$ cat config.mk
export PLATFORM = sky130hd
export DESIGN_NAME = rpa_ctrl
export DESIGN_NICKNAME = d
export VERILOG_FILES = /design/src/rtl/rpa_pkg.sv /design/src/rtl/rpa_ctrl.sv
export SDC_FILE = /design/constraint.sdc
export NUM_CORES = 1
export LEC_CHECK = 0
export BUFFER_PORTS_ARGS = -buffer_cell sky130_fd_sc_hd__buf_2
export CORE_AREA = 2 2 39 41
export CTS_BUF_LIST = sky130_fd_sc_hd__clkbuf_8 sky130_fd_sc_hd__clkbuf_16
export DETAILED_ROUTE_END_ITERATION = 7
export DIE_AREA = 0 0 41 43
export PLACE_DENSITY_LB_ADDON = 0.08
export SLEW_MARGIN = 30
export SYNTH_ARGS = -nofsm -noshare
export SYNTH_HDL_FRONTEND = slang
export SYNTH_SLANG_ARGS = --single-unit
$ cat constraint.sdc
create_clock -name clk -period 2.7 [get_ports clk]
set_input_delay 0.27 -clock clk [delete_from_list [all_inputs] [get_ports clk]]
set_output_delay 0.27 -clock clk [all_outputs]
set_load 0.01 [all_outputs]
$ cat src/rtl/rpa_pkg.sv
// ---------------------------------------------------------------------------
// rpa_pkg: shared types and constants of the page allocator
// Field widths, operation and status codes, controller states and the
// command and status groups between the controller and the datapath.
// ---------------------------------------------------------------------------
package rpa_pkg;

  // Fixed field widths.
  localparam int ADDR_W     = 56;
  localparam int KIND_W     = 3;
  localparam int STATUS_W   = 2;
  localparam int CNT_OUT_W  = 8;
  localparam int CFG_IDX_W  = 1;
  localparam int CFG_DATA_W = 56;

  // Reset value of both address registers.
  localparam logic [ADDR_W-1:0] CFG_RESET = 56'h00_0000_8000_0000;

  // Configuration register indexes.
  localparam logic [CFG_IDX_W-1:0] CFG_MEMORY_BASE = 1'b0;
  localparam logic [CFG_IDX_W-1:0] CFG_FREE_BOUND  = 1'b1;

  // Operation codes. Codes above reduce are unknown and do nothing.
  typedef enum logic [KIND_W-1:0] {
    KIND_INIT   = 3'd0,
    KIND_ALLOC  = 3'd1,
    KIND_FREE   = 3'd2,
    KIND_ADD    = 3'd3,
    KIND_REDUCE = 3'd4
  } kind_t;

  // Result status codes.
  typedef enum logic [STATUS_W-1:0] {
    ST_OK        = 2'd0,
    ST_EMPTY     = 2'd1,
    ST_BAD_ADDR  = 2'd2,
    ST_COUNT_ERR = 2'd3
  } status_t;

  // Controller states.
  typedef enum logic [3:0] {
    S_CLEAR,
    S_IDLE,
    S_CHECK,
    S_DISPATCH,
    S_INIT_A,
    S_INIT_B,
    S_INIT_WALK,
    S_POP,
    S_POP_DONE,
    S_CNT_RD,
    S_CNT_DONE,
    S_FINISH
  } state_t;

  // Which result the datapath builds when it emits a word.
  typedef enum logic [1:0] {
    RES_PLAIN,
    RES_ALLOC,
    RES_COUNT
  } res_sel_t;

  // Commands from the controller to the datapath.
  typedef struct packed {
    logic     latch;
    logic     check;
    logic     clr_step;
    logic     init_a;
    logic     init_b;
    logic     init_step;
    logic     pop_read;
    logic     cnt_read;
    logic     emit;
    res_sel_t res_sel;
  } cmd_t;

  // Status from the datapath to the controller.
  typedef struct packed {
    kind_t kind;
    logic  addr_bad;
    logic  stack_empty;
    logic  clear_last;
    logic  walk_done;
    logic  out_busy;
  } sts_t;

endpackage

$ cat src/rtl/rpa_ctrl.sv
// ---------------------------------------------------------------------------
// rpa_ctrl: operation sequencer of the page allocator
// Steps each accepted word through check, memory access and result emit,
// and runs the count clearing pass after reset and the init walk.
// ---------------------------------------------------------------------------
module rpa_ctrl (
  input  logic          clk,
  input  logic          rst,
  input  logic          req_valid,
  output logic          req_ready,
  input  rpa_pkg::sts_t sts,
  output rpa_pkg::cmd_t cmd
);

  rpa_pkg::state_t state;
  rpa_pkg::state_t state_next;

  // State register; reset starts the count clearing pass.
  always_ff @(posedge clk) begin
    if (rst) begin
      state <= rpa_pkg::S_CLEAR;
    end else begin
      state <= state_next;
    end
  end

  // Next state.
  always_comb begin
    state_next = state;
    case (state)
      rpa_pkg::S_CLEAR: begin
        if (sts.clear_last) state_next = rpa_pkg::S_IDLE;
      end
      rpa_pkg::S_IDLE: begin
        if (req_valid) state_next = rpa_pkg::S_CHECK;
      end
      rpa_pkg::S_CHECK: begin
        state_next = rpa_pkg::S_DISPATCH;
      end
      rpa_pkg::S_DISPATCH: begin
        case (sts.kind)
          rpa_pkg::KIND_INIT: begin
            state_next = rpa_pkg::S_INIT_A;
          end
          rpa_pkg::KIND_ALLOC: begin
            state_next = sts.stack_empty ? rpa_pkg::S_FINISH : rpa_pkg::S_POP;
          end
          rpa_pkg::KIND_FREE, rpa_pkg::KIND_ADD, rpa_pkg::KIND_REDUCE: begin
            state_next = sts.addr_bad ? rpa_pkg::S_FINISH : rpa_pkg::S_CNT_RD;
          end
          default: begin
            state_next = rpa_pkg::S_FINISH;
          end
        endcase
      end
      rpa_pkg::S_INIT_A: begin
        state_next = rpa_pkg::S_INIT_B;
      end
      rpa_pkg::S_INIT_B: begin
        state_next = rpa_pkg::S_INIT_WALK;
      end
      rpa_pkg::S_INIT_WALK: begin
        if (sts.walk_done) state_next = rpa_pkg::S_FINISH;
      end
      rpa_pkg::S_POP: begin
        state_next = rpa_pkg::S_POP_DONE;
      end
      rpa_pkg::S_CNT_RD: begin
        state_next = rpa_pkg::S_CNT_DONE;
      end
      rpa_pkg::S_POP_DONE, rpa_pkg::S_CNT_DONE, rpa_pkg::S_FINISH: begin
        if (!sts.out_busy) state_next = rpa_pkg::S_IDLE;
      end
      default: begin
        state_next = rpa_pkg::S_IDLE;
      end
    endcase
  end

  // Command outputs.
  always_comb begin
    cmd         = '0;
    cmd.res_sel = rpa_pkg::RES_PLAIN;
    req_ready   = 1'b0;
    case (state)
      rpa_pkg::S_CLEAR: begin
        cmd.clr_step = 1'b1;
      end
      rpa_pkg::S_IDLE: begin
        req_ready = 1'b1;
        cmd.latch = req_valid;
      end
      rpa_pkg::S_CHECK: begin
        cmd.check = 1'b1;
      end
      rpa_pkg::S_INIT_A: begin
        cmd.init_a = 1'b1;
      end
      rpa_pkg::S_INIT_B: begin
        cmd.init_b = 1'b1;
      end
      rpa_pkg::S_INIT_WALK: begin
        cmd.init_step = 1'b1;
      end
      rpa_pkg::S_POP: begin
        cmd.pop_read = 1'b1;
      end
      rpa_pkg::S_CNT_RD: begin
        cmd.cnt_read = 1'b1;
      end
      rpa_pkg::S_POP_DONE: begin
        cmd.emit    = !sts.out_busy;
        cmd.res_sel = rpa_pkg::RES_ALLOC;
      end
      rpa_pkg::S_CNT_DONE: begin
        cmd.emit    = !sts.out_busy;
        cmd.res_sel = rpa_pkg::RES_COUNT;
      end
      rpa_pkg::S_FINISH: begin
        cmd.emit    = !sts.out_busy;
        cmd.res_sel = rpa_pkg::RES_PLAIN;
      end
      default: begin
        cmd = '0;
      end
    endcase
  end

endmodule

# After elaboration in Yosys (flattened, before gate mapping)
# Index checks and enable logic that the tools add are counted.
[word_totals] reg_bits=4 out_inout_bits=12 input_bits=11 wordCells=44
[op_classes] n_mux=18 n_reduce_logical=6 n_eq_ne=19
[op_table] cell="4-bit case mux with 10 select lines" n=1
[op_table] cell="4-bit 2-to-1 mux" n=5
[op_table] cell="4-bit by 3-bit == test with 1-bit output, second input constant" n=4
[op_table] cell="4-bit == test, second input constant" n=4
[op_table] cell="4-bit case mux with 3 select lines" n=1
[op_table] cell="1-bit 2-to-1 mux" n=9
[op_table] cell="3-bit case mux with 3 select lines" n=1
[op_table] cell="4-bit by 2-bit == test with 1-bit output, second input constant" n=2
[op_table] cell="2-bit inequality test, second input constant" n=4
[op_table] cell="3-bit by 2-bit == test with 1-bit output, second input constant" n=2
[op_table] cell="3-bit OR reduction" n=2
[op_table] cell="4-bit by 1-bit == test with 1-bit output, second input constant" n=1
[op_table] cell="4-bit logical NOT" n=1
[op_table] cell="4-bit AND reduction" n=1
[op_table] cell="3-bit by 1-bit == test with 1-bit output, second input constant" n=1
[op_table] cell="3-bit == test, second input constant" n=1
[op_table] cell="3-bit logical NOT" n=1
[op_table] cell="2-bit 2-to-1 mux" n=1
[op_table] cell="1-bit logical NOT" n=1

# Longest topological paths before layout
# Gate-level depths: netlist (run 1).
[depth] ltp_word=4 depth_mapped=6 ltp_nobuf=4

# Least setup slack after synthesis (run 1)
# OpenSTA, ideal clock, no wires.
[synth_path] kind="register to output" start="register state[2]" end="output cmd[10] (netlist bit)" n_path_buf=2 t_required_ns=2.430 stages_incl_launch_ff=6 path_slack_ns=1.303 arrival_time_ns=1.127 cell_sequence="dfxtp_1 > buf_6 > or2_1 > buf_6 > nor2_1 > and2_1"
[synth_lines] element="start: declaration" line="rpa_ctrl.sv:15" text="rpa_pkg::state_t state;"
[synth_lines] element="start signal: assignment" line="rpa_ctrl.sv:21" text="state <= rpa_pkg::S_CLEAR;"
[synth_lines] element="start signal: assignment" line="rpa_ctrl.sv:23" text="state <= state_next;"
[synth_lines] element="end: declaration" line="rpa_ctrl.sv:12" text="output rpa_pkg::cmd_t cmd"

==> summary.txt, run 1 <==
STA
  • FMAX: 0.583 GHz
  • Skew final: 4.36 ps
  • RSZ-0062 raised after global routing: false
  • Setup-failing EPs final: 0
  • Final worst path period need: 1710 ps
  • Hold Vio Cnt, Final: 0
  • Relative slew slack: 74.0%
  • Fin crit share: 63.5%
  • Final slew viol count: 0
  • Hold WS: 286 ps
  • Final setup TNS: 0 ps
  • Slew @ Worst Pin: 388 ps

Placement
  • Final GP Congestion: 0.691
  • PortBufs: 22
  • Placed insts: 90
  • DP HPWL: 857 um

Critical path
  • Crit path DAT: 1440 ps
  • Startpoint types: flip-flop
  • RR Endpoint: state[0]
  • Crit path cell chain: nand2b_1 > nor2_1 > and2_1 > buf_2
  • Critical R2R Launch: state[0]
  • Worst Path Max Fanout: 13
  • R2R setup slack: 1270 ps
  • CP startpoint: state[3]
  • Critical Path Sink Type: output port
  • Max stage delay on crit path: 540 ps
  • Setup Crit Path Kind: reg -> out
  • Worst EP required: 2430 ps
  • R2r worst-path depth: 4
  • Critical path's slowest cell: dfxtp_1

Power and ir drop
  • Sw Ratio: 34.5%
  • VDD IR max: 0.264 mV
  • PwrDens: 630 nW/um^2
  • Switching pwr: 115 uW
  • Logic pwr share: 35.5%
  • Reg power frac: 27.0%
  • Leakage Power: 0.257 nW
  • Pint: 219 uW
  • Clock power frac: 37.5%

Synth
  • Synth warn: 0
  • Area contributors post-synth: dfxtp_1 21%, nor3_1 10%, nor2_1 8.7%
  • Synthesized area per cell: 6.97 sq um
  • Number of synthesized flops with an enable pin: 0
  • Synth cell types: 26
  • Post-synth ARST share: 0%
  • Ys flop type: dfxtp_1
  • Synth Instances: 56
  • Most frequent cell after synthesis: nor2_1
  • Yosys top cell by area: dfxtp_1
  • Top cells by count, synth: 9 x nor2_1, 8 x nor3_1, 4 x dfxtp_1, 4 x nand2b_1, 3 x nand2_1
  • Mapped cell area: 390 sq um
  • Synthesis-stage register bit count: 4
  • Sequential area share after synthesis: 20.5%
  • Syn_nets: 67
  • Top-area cell type share of the netlist area: 20.5%

Floorplan
  • Total die area: 1760 sq um
  • I/O pin cnt: 23
  • Core outline area: 1380 sq um
  • Row count: 14
  • Initial Utilization: 28.2%
  • Die H: 43 um
  • Die Wd: 41 um

Hold path
  • HP Class: in -> reg
  • Hold_sp: rst
  • Worst hold path depth: 2
  • Min-Delay Endpoint: state[1]

Clock tree
  • Num CTS Buffers: 3
  • Longest Clk Path Bufs: 2
  • Post_cts resized: 0
  • CTS root buf: clkbuf_8
  • CTS tree: yes
  • Setup bufs post-CTS: 0
  • H-tree depth: 1
  • Clk_lat worst skew: 220 ps
  • CTS sink count: 4
  • Clock transition at path regs: 30 ps
  • # hold bufs at CTS: 0

Global route
  • Gr usage total: 15.0%
  • Vias in the first global route: 412
  • First-pass GRT wire length: 1720 um
  • Total gr overflow: 0
  • Largest net degree at the start of global routing: 14
  • Initial antenna violation count: 0

Drt
  • DR vias/cell: 5.01
  • DR vias: 466
  • WL/cell: 11.6 um
  • Final WL: 1080 um
  • DRT antenna net count: 0
  • Router iterations before antenna repair: 4
  • Initial DRC count: 4
  • Drt drc: 0

Finish
  • Max reg flops: 4
  • Fin nets: 90
  • Largest registers: state: 4 flops
  • Multi-input logic area: 270 sq um
  • Inserted Diodes: 0
  • Biggest register: state
  • Sequential cell area: 80.1 sq um
  • Final Non-Filler Cells: 93
  • Filler cells: 150
  • P&R area growth vs syn: 35.6%
  • Share of layout cells above drive strength 1: 33.8%

Run status
  • Status: finished clean

Flow run
  • Max cap viols: 0
## power by group through the flow
stage | logic, mW | registers [mW] | clock network, mW
finish | 0.118 | 0.0900 | 0.125
global route | 0.134 | 0.0934 | 0.131
CTS | 0.120 | 0.0900 | 0.130
detailed placement | 0.120 | 0.0908 | 0
global placement | 0.121 | 0.0906 | 0
floorplan | 0.103 | 0.0766 | 0
## layout make-up
cell class / count / area share (%)
inverter: 2 / 1.42
tap: 16 / 3.78
clock buffer: 3 / 7.80
sequential: 4 / 15.1
timing repair buffer: 22 / 20.8
multi-input combinational: 46 / 51.1
## how the worst max path moves through the flow
stage / end / slack, ps / cells after the start
floorplan: cmd[10] / 1300 / 5
global placement: cmd[10] / 1220 / 4
detailed placement: cmd[10] / 1190 / 4
CTS: cmd[10] / 960 / 4
global route: cmd[10] / 860 / 4
finish: cmd[10] / 990 / 4
## cells by family (layout without fill, tap and decap cells)
family	Yosys count	after routing	share of synthesized area, %
buf+inv	6	27	10.3
compound gates	14	14	26.3
mux	1	1	2.88
flops	4	4	20.5
simple gates	31	31	40.1
## metrics by stage
stage	instance area [sq um]	setup WS (ps)	power (mW)	utilization (%)
2_1_floorplan	390	1300	0.179	-
3_5_place_dp	488	1190	0.210	35.3
6_report	529	986	0.333	38.2
3_3_place_gp	488	1220	0.212	35.3
5_1_grt	529	856	0.358	38.2
4_1_cts	529	958	0.339	38.2
## worst max-delay path, delay by kind of cell, from the launching register on
family                 cells  cell delay [ps]
buffers and inverters      1              130
flip-flops                 1              540
AND/OR/NAND/NOR            3              550
## placed cells by master, fill, tap and decap left out
cell	n
a21o_1	1
nor3_1	8
a32oi_1	1
inv_1	2
dfxtp_1	4
and3_1	1
nand3_1	1
a211oi_1	1
or2_1	1
a21oi_1	2
nand2_1	3
o22ai_1	2
nand2b_1	4
and2_1	1
buf_2	22
and2b_1	1
o311a_1	1
or2b_1	1
o32a_1	1
o32ai_1	1
a221oi_1	2
nor2_1	9
clkbuf_8	3
nor3b_1	1
mux2_2	1
o21ai_0	2
## metal layers
| metal | up-vias | wire length, um | global-route usage, % |
|---|---|---|---|
| met5 | - | 0 | 0 |
| met4 | 0 | 15 | 12.0 |
| met3 | 2 | 72 | 3.14 |
| met2 | 14 | 511 | 20.9 |
| met1 | 198 | 478 | 18.7 |
| li1 | 252 | - | - |
No activity file was read; power rests on OpenSTA's default activity.
==> inputs of run 2 (changes only) <==
==> constraint.sdc (replaced) <==
create_clock -name clk -period 1.5 [get_ports clk]
set_input_delay 0.15 -clock clk [delete_from_list [all_inputs] [get_ports clk]]
set_output_delay 0.15 -clock clk [all_outputs]
set_load 0.01 [all_outputs]
==> run 2 against run 1 <==
Net effect:
- worst setup slack got worse by 900 ps
- design area rose by 3.3%
- flip-flop and latch count did not move
- combinational power rose by 120%
- via count rose by 3.9%
- global-route usage fell by 0.65 points
- sequential share of layout area fell by 0.48 points
- die area did not move
- non-clock buffer count rose by 2
- sequential power rose by 58%
- highest routed layer unchanged
==> summary.txt, run 2 (synthesis results as in run 1) <==
Run status
  • Status: finished clean

Drt
  • DR vias/cell: 5.09 (+1.7%)
  • Final WL: 1130 um (+5.1%)
  • DR vias: 484 (+3.9%)
  • Initial DRC count: 4 (unchanged)
  • DRT antenna net count: 0 (unchanged)
  • WL/cell: 11.9 um (+2.9%)
  • Drt drc: 0 (unchanged)
  • Router iterations before antenna repair: 2 (-2)

Power and ir drop
  • Logic pwr share: 41.0% (+5.5 points)
  • VDD IR max: 0.589 mV (+120%)
  • Sw Ratio: 34.2% (-0.28 points)
  • Pint: 409 uW (+87%)
  • Reg power frac: 22.8% (-4.2 points)
  • Tot Pwr: 621 uW (+86%)
  • Switching pwr: 212 uW (+85%)
  • Leakage Power: 0.268 nW (+4.2%)
  • Clock power frac: 36.2% (-1.3 points)
  • PwrDens: 1140 nW/um^2 (+80%)

Critical path
  • Startpoint types: flip-flop
  • Critical R2R Launch: state[2]
  • Worst EP required: 1350 ps (-1080 ps)
  • CP startpoint: state[1]
  • Crit path DAT: 1270 ps (-170 ps)
  • R2r worst-path depth: 4 (unchanged)
  • Setup Crit Path Kind: reg -> out
  • RR Endpoint: state[0]
  • Worst Path Max Fanout: 9 (-4)
  • CP endpoint: cmd[10]
  • Critical Path Sink Type: output port
  • R2R setup slack: 250 ps (-1020 ps)

Finish
  • Inserted Diodes: 0 (unchanged)
  • Share of layout cells above drive strength 1: 36.7% (+2.9 points)
  • Filler cells: 155 (+3.3%)
  • Final Core Density: 39.5% (+1.3 points)
  • Most frequent cells in the layout: 22 x buf_2, 9 x nor2_1, 8 x nor3_1
  • Most common cell after layout, fill and taps aside: buf_2
  • Final instance area: 547 sq um (+3.3%)
  • Fin nets: 92 (+2.2%)
  • Biggest register: state
  • Max reg flops: 4 (unchanged)
  • Final Non-Filler Cells: 95 (+2.2%)
  • P&R area growth vs syn: 40.1%
  • Largest registers: state: 4 flops

Hold path
  • HP Class: in -> reg

STA
  • Final worst path period need: 1420 ps
  • Final setup TNS: 0 ps (unchanged)
  • Fin crit share: 94.4%
  • Fin worst setup slack: 84.6 ps (-901 ps)
  • Relative slew slack: 80.3% (+6.3 points)
  • FMAX: 0.707 GHz
  • Hold Vio Cnt, Final: 0 (unchanged)
  • Slew @ Worst Pin: 294 ps (-94.1 ps)
  • RSZ-0062 raised after global routing: false
  • Setup-failing EPs final: 0 (unchanged)
  • Skew final: 2.61 ps (-1.74 ps)
  • Hold WS: 169 ps (-117 ps)
  • Final slew viol count: 0 (unchanged)

Clock tree
  • Longest Clk Path Bufs: 2 (unchanged)
  • # hold bufs at CTS: 0 (unchanged)
  • CTS root buf: clkbuf_8
  • Clk_lat worst skew: 220 ps (about the same)
  • H-tree depth: 1 (unchanged)
  • Clock transition at path regs: 30 ps (about the same)
  • CTS sink count: 4 (unchanged)
  • Num CTS Buffers: 3 (unchanged)
  • Setup bufs post-CTS: 0 (unchanged)
  • CTS tree: yes

Placement
  • PortBufs: 22 (unchanged)
  • Place WS: 242 ps (-948 ps)
  • Placed insts: 92 (+2.2%)
  • DP HPWL: 904 um (+5.4%)
  • Final GP Congestion: 0.725 (+5.0%)
  • DP Area: 503 sq um (+3.1%)

Global route
  • Gr usage total: 14.3% (-0.65 points)
  • First-pass GRT wire length: 1710 um (-0.41%)
  • Initial antenna violation count: 0 (unchanged)
  • Largest net degree at the start of global routing: 13 (-1)
  • Total gr overflow: 0 (unchanged)
  • Vias in the first global route: 423 (+2.7%)

Floorplan
  • Initial Utilization: 28.2% (unchanged)
  • Core outline area: 1380 sq um (unchanged)
  • I/O pin cnt: 23 (unchanged)
  • Row count: 14 (unchanged)
  • Die H: 43 um (unchanged)
  • Total die area: 1760 sq um (unchanged)
  • Die Wd: 41 um (unchanged)

Flow run
  • Max cap viols: 0 (unchanged)
[run 2: changes by cell type in the layout (fill, tap and decap cells not counted)]
cell	change
or2_4	+1
buf_4	+2
or2_1	-1
[run 2: worst min path at each step]
stage | from | depth (start not counted) | endpoint | slack [ps]
after floorplan | rst | 1 | state[2] | 230
after global placement | rst | 2 | state[2] | 390
after detailed placement | rst | 2 | state[2] | 390
after CTS | rst | 2 | state[2] | 160
after global routing | rst | 2 | state[2] | 190
final | rst | 2 | state[2] | 170
[run 2: critical path, stage by stage (launching register included)]
cell and delay (ps):
dfxtp_1 370, or2_4 300, nor2_1 130, and2_1 130
buf_2 120
[run 2: metal layers]
metal / vias up / track usage (%) / part of all wire [%] / wire [um]
met1: 215 / 17.3 / 47 / 527
li1: 251 / - / - / -
met2: 16 / 22.2 / 47 / 527
met3: 2 / 3.14 / 5.8 / 66
met4: 0 / 8.00 / 0.88 / 10
met5: - / 0 / 0 / 0
[run 2: power by group through the flow]
| stage | logic (mW) | registers, mW | clock network (mW) |
|---|---|---|---|
| after global routing | 0.285 | 0.144 | 0.240 |
| after detailed placement | 0.251 | 0.142 | 0 |
| after CTS | 0.252 | 0.140 | 0.229 |
| final | 0.255 | 0.142 | 0.225 |
| after floorplan | 0.185 | 0.138 | 0 |
| after global placement | 0.253 | 0.142 | 0 |
[run 2: layout make-up]
| class | count | area (sq um) | area share, % |
|---|---|---|---|
| sequential | 4 | 80.1 | 14.6 |
| clock buffer | 3 | 41.3 | 7.55 |
| multi-input combinational | 46 | 273 | 49.9 |
| tap | 16 | 20.0 | 3.66 |
| timing repair buffer | 24 | 125 | 22.9 |
| inverter | 2 | 7.51 | 1.37 |
[run 2: what timing repair did]
action / CTS / global route
gates resized for setup: 0 / 1
hold endpoints to repair: 0 / 0
setup endpoints to repair: 0 / 1
==> inputs of run 3 (changes only) <==
--- a/config.mk
+++ b/config.mk
@@ -10,7 +10,6 @@
 export CTS_BUF_LIST = sky130_fd_sc_hd__clkbuf_8 sky130_fd_sc_hd__clkbuf_16
 export DETAILED_ROUTE_END_ITERATION = 7
 export DIE_AREA = 0 0 41 43
-export PLACE_DENSITY_LB_ADDON = 0.08
 export SLEW_MARGIN = 30
 export SYNTH_ARGS = -nofsm -noshare
 export SYNTH_HDL_FRONTEND = slang
==> run 3 against run 2 <==
Net effect:
- sequential share of layout area rose by 0.39 points
- global-route usage fell by 0.99 points
- largest cell class unchanged
- combinational power barely moved
- critical endpoint unchanged
- first-iteration DRC count rose to 2.8 times the previous value
==> summary.txt, run 3 (synthesis results as in run 1) <==
Power and ir drop
  • Tot Pwr: 619 uW (-0.33%)
  • PwrDens: 1130 nW/um^2 (-0.78%)
  • VDD IR max: 0.562 mV (-4.7%)
  • Leakage Power: 0.269 nW (+0.31%)

Critical path
  • R2R setup slack: 270 ps (+20 ps)
  • CP Depth: 4 (unchanged)
  • Crit path DAT: 1220 ps (-50 ps)
  • Worst path bufs/invs: 1 (unchanged)
  • Critical Path Sink Type: output port
  • RR Endpoint: state[1]
  • Worst Path Max Fanout: 9 (unchanged)
  • Critical path's top delay family: simple AND/OR/NAND/NOR gates
  • Startpoint types: flip-flop
  • R2r worst-path depth: 4 (unchanged)
  • Max stage delay on crit path: 350 ps (-20 ps)
  • CP startpoint: state[1]
  • Critical R2R Launch: state[0]
  • Setup Crit Path Kind: reg -> out
  • Critical path's slowest cell: dfxtp_2
  • Worst EP required: 1350 ps (about the same)
  • CP endpoint: cmd[10]
  • Crit path cell chain: or2_4 > nor2_1 > and2_1 > buf_2

Floorplan
  • Core outline area: 1380 sq um (unchanged)
  • I/O pin cnt: 23 (unchanged)
  • Row count: 14 (unchanged)
  • Die H: 43 um (unchanged)
  • Die Wd: 41 um (unchanged)
  • Initial Utilization: 28.2% (unchanged)
  • Total die area: 1760 sq um (unchanged)

Drt
  • DR vias: 480 (-0.83%)
  • WL/cell: 11.5 um (-3.6%)
  • Drt drc: 0 (unchanged)
  • DRT antenna net count: 0 (unchanged)
  • Router iterations before antenna repair: 4 (+2)
  • Final WL: 1090 um (-3.6%)
  • DR vias/cell: 5.05 (-0.83%)
  • Initial DRC count: 11 (+7)

Hold path
  • HP Class: in -> reg

Placement
  • Placed insts: 92 (unchanged)
  • PortBufs: 22 (unchanged)
  • DP HPWL: 848 um (-6.2%)
  • Final GP Congestion: 0.761 (+4.9%)

Global route
  • GRT busiest layer: met1
  • Vias in the first global route: 404 (-4.5%)
  • Met1 Use GR: 17.3% (+0.055 points)
  • First-pass GRT wire length: 1570 um (-8.1%)
  • Initial antenna violation count: 0 (unchanged)
  • Gr usage total: 13.3% (-0.99 points)
  • Total gr overflow: 0 (unchanged)
  • Met2 Track Usage GR: 17.2% (-5.0 points)
  • GR Util met3: 2.09% (-1.0 points)
  • Largest net degree at the start of global routing: 13 (unchanged)

Run status
  • Status: finished clean

STA
  • Final setup TNS: 0 ps (unchanged)
  • Final slew viol count: 0 (unchanged)
  • Slew @ Worst Pin: 343 ps (+49.0 ps)
  • Hold Vio Cnt, Final: 0 (unchanged)
  • FMAX: 0.729 GHz (+3.2%)
  • RSZ-0062 raised after global routing: false
  • Fin crit share: 91.4% (-2.9 points)
  • Relative slew slack: 77.0% (-3.3 points)
  • Setup-failing EPs final: 0 (unchanged)
  • Skew final: 0.868 ps (-1.75 ps)
  • Final worst path period need: 1370 ps (-44.1 ps)

Finish
  • Inserted Diodes: 0 (unchanged)
  • Most frequent cells in the layout: 22 x buf_2, 9 x nor2_1, 8 x nor3_1
  • Biggest register: state
  • Final Non-Filler Cells: 95 (unchanged)
  • Largest registers: state: 4 flops
  • Max reg flops: 4 (unchanged)
  • Filler cells: 158 (+1.9%)
  • Share of layout cells above drive strength 1: 39.2% (+2.5 points)
  • Multi-input logic area: 273 sq um (unchanged)
  • P&R area growth vs syn: 40.7%
  • Sequential cell area: 82.6 sq um (+3.1%)
  • Most common cell after layout, fill and taps aside: buf_2
  • Fin nets: 92 (unchanged)

Clock tree
  • Clk_lat worst skew: 210 ps (about the same)
  • Setup bufs post-CTS: 0 (unchanged)
  • Post_cts resized: 0 (unchanged)
  • Num CTS Buffers: 3 (unchanged)
  • # hold bufs at CTS: 0 (unchanged)
  • Longest Clk Path Bufs: 2 (unchanged)
  • H-tree depth: 1 (unchanged)
  • CTS tree: yes
  • Clock transition at path regs: 30 ps (about the same)
  • CTS sink count: 4 (unchanged)
  • CTS root buf: clkbuf_8

Flow run
  • Max cap viols: 0 (unchanged)
-- run 3: cell counts in the layout (fill, tap and decap cells not counted) --
No cell type changed its count.
-- run 3: worst min-delay path by stage --
stage | from | to | slack, ps | depth (start not counted)
floorplan | rst | state[2] | 230 | 1
global placement | rst | state[2] | 390 | 2
detailed placement | rst | state[1] | 410 | 2
CTS | rst | state[1] | 180 | 2
global route | rst | state[1] | 190 | 2
finish | rst | state[1] | 180 | 2
-- run 3: power by group --
group	switching [mW]	internal (mW)	total [mW]	leakage (nW)
registers	0.0223	0.125	0.147	0.0336
logic	0.136	0.116	0.252	0.214
clock network	0.0502	0.171	0.221	0.0216
total	0.209	0.411	0.619	0.269
-- run 3: worst register-to-register path, delay by kind of cell, from the launching register on --
| kind | cells | cell delay (ps) |
|---|---|---|
| flip-flops | 1 | 360 |
| AO/OA/AOI/OAI | 2 | 400 |
| AND/OR/NAND/NOR | 2 | 360 |
-- run 3: area by class of cell --
type                    instances  share of cell area (%)
multi-input cells              46                    49.7
repair buffers                 24                    22.8
flip-flops and latches          4                    15.0
clock buffers                   3                    7.52
well taps                      16                    3.64
inverters                       2                    1.37
-- run 3: layer usage --
layer  wire [um]  part of all wire (%)
met1         504                    46
met2         485                    44
met3          91                   8.3
met4           9                  0.82
met5           0                     0
-- run 3: per-stage QoR --
step | setup WS (ps) | instance area (sq um) | hold slack (ps) | utilization, %
global placement | 223 | 503 | 387 | 36.3
CTS | 49.9 | 544 | 179 | 39.3
finish | 129 | 549 | 180 | 39.7
detailed placement | 226 | 503 | 405 | 36.3
floorplan | 223 | 390 | 227 | -
global route | 41.8 | 549 | 190 | 39.7
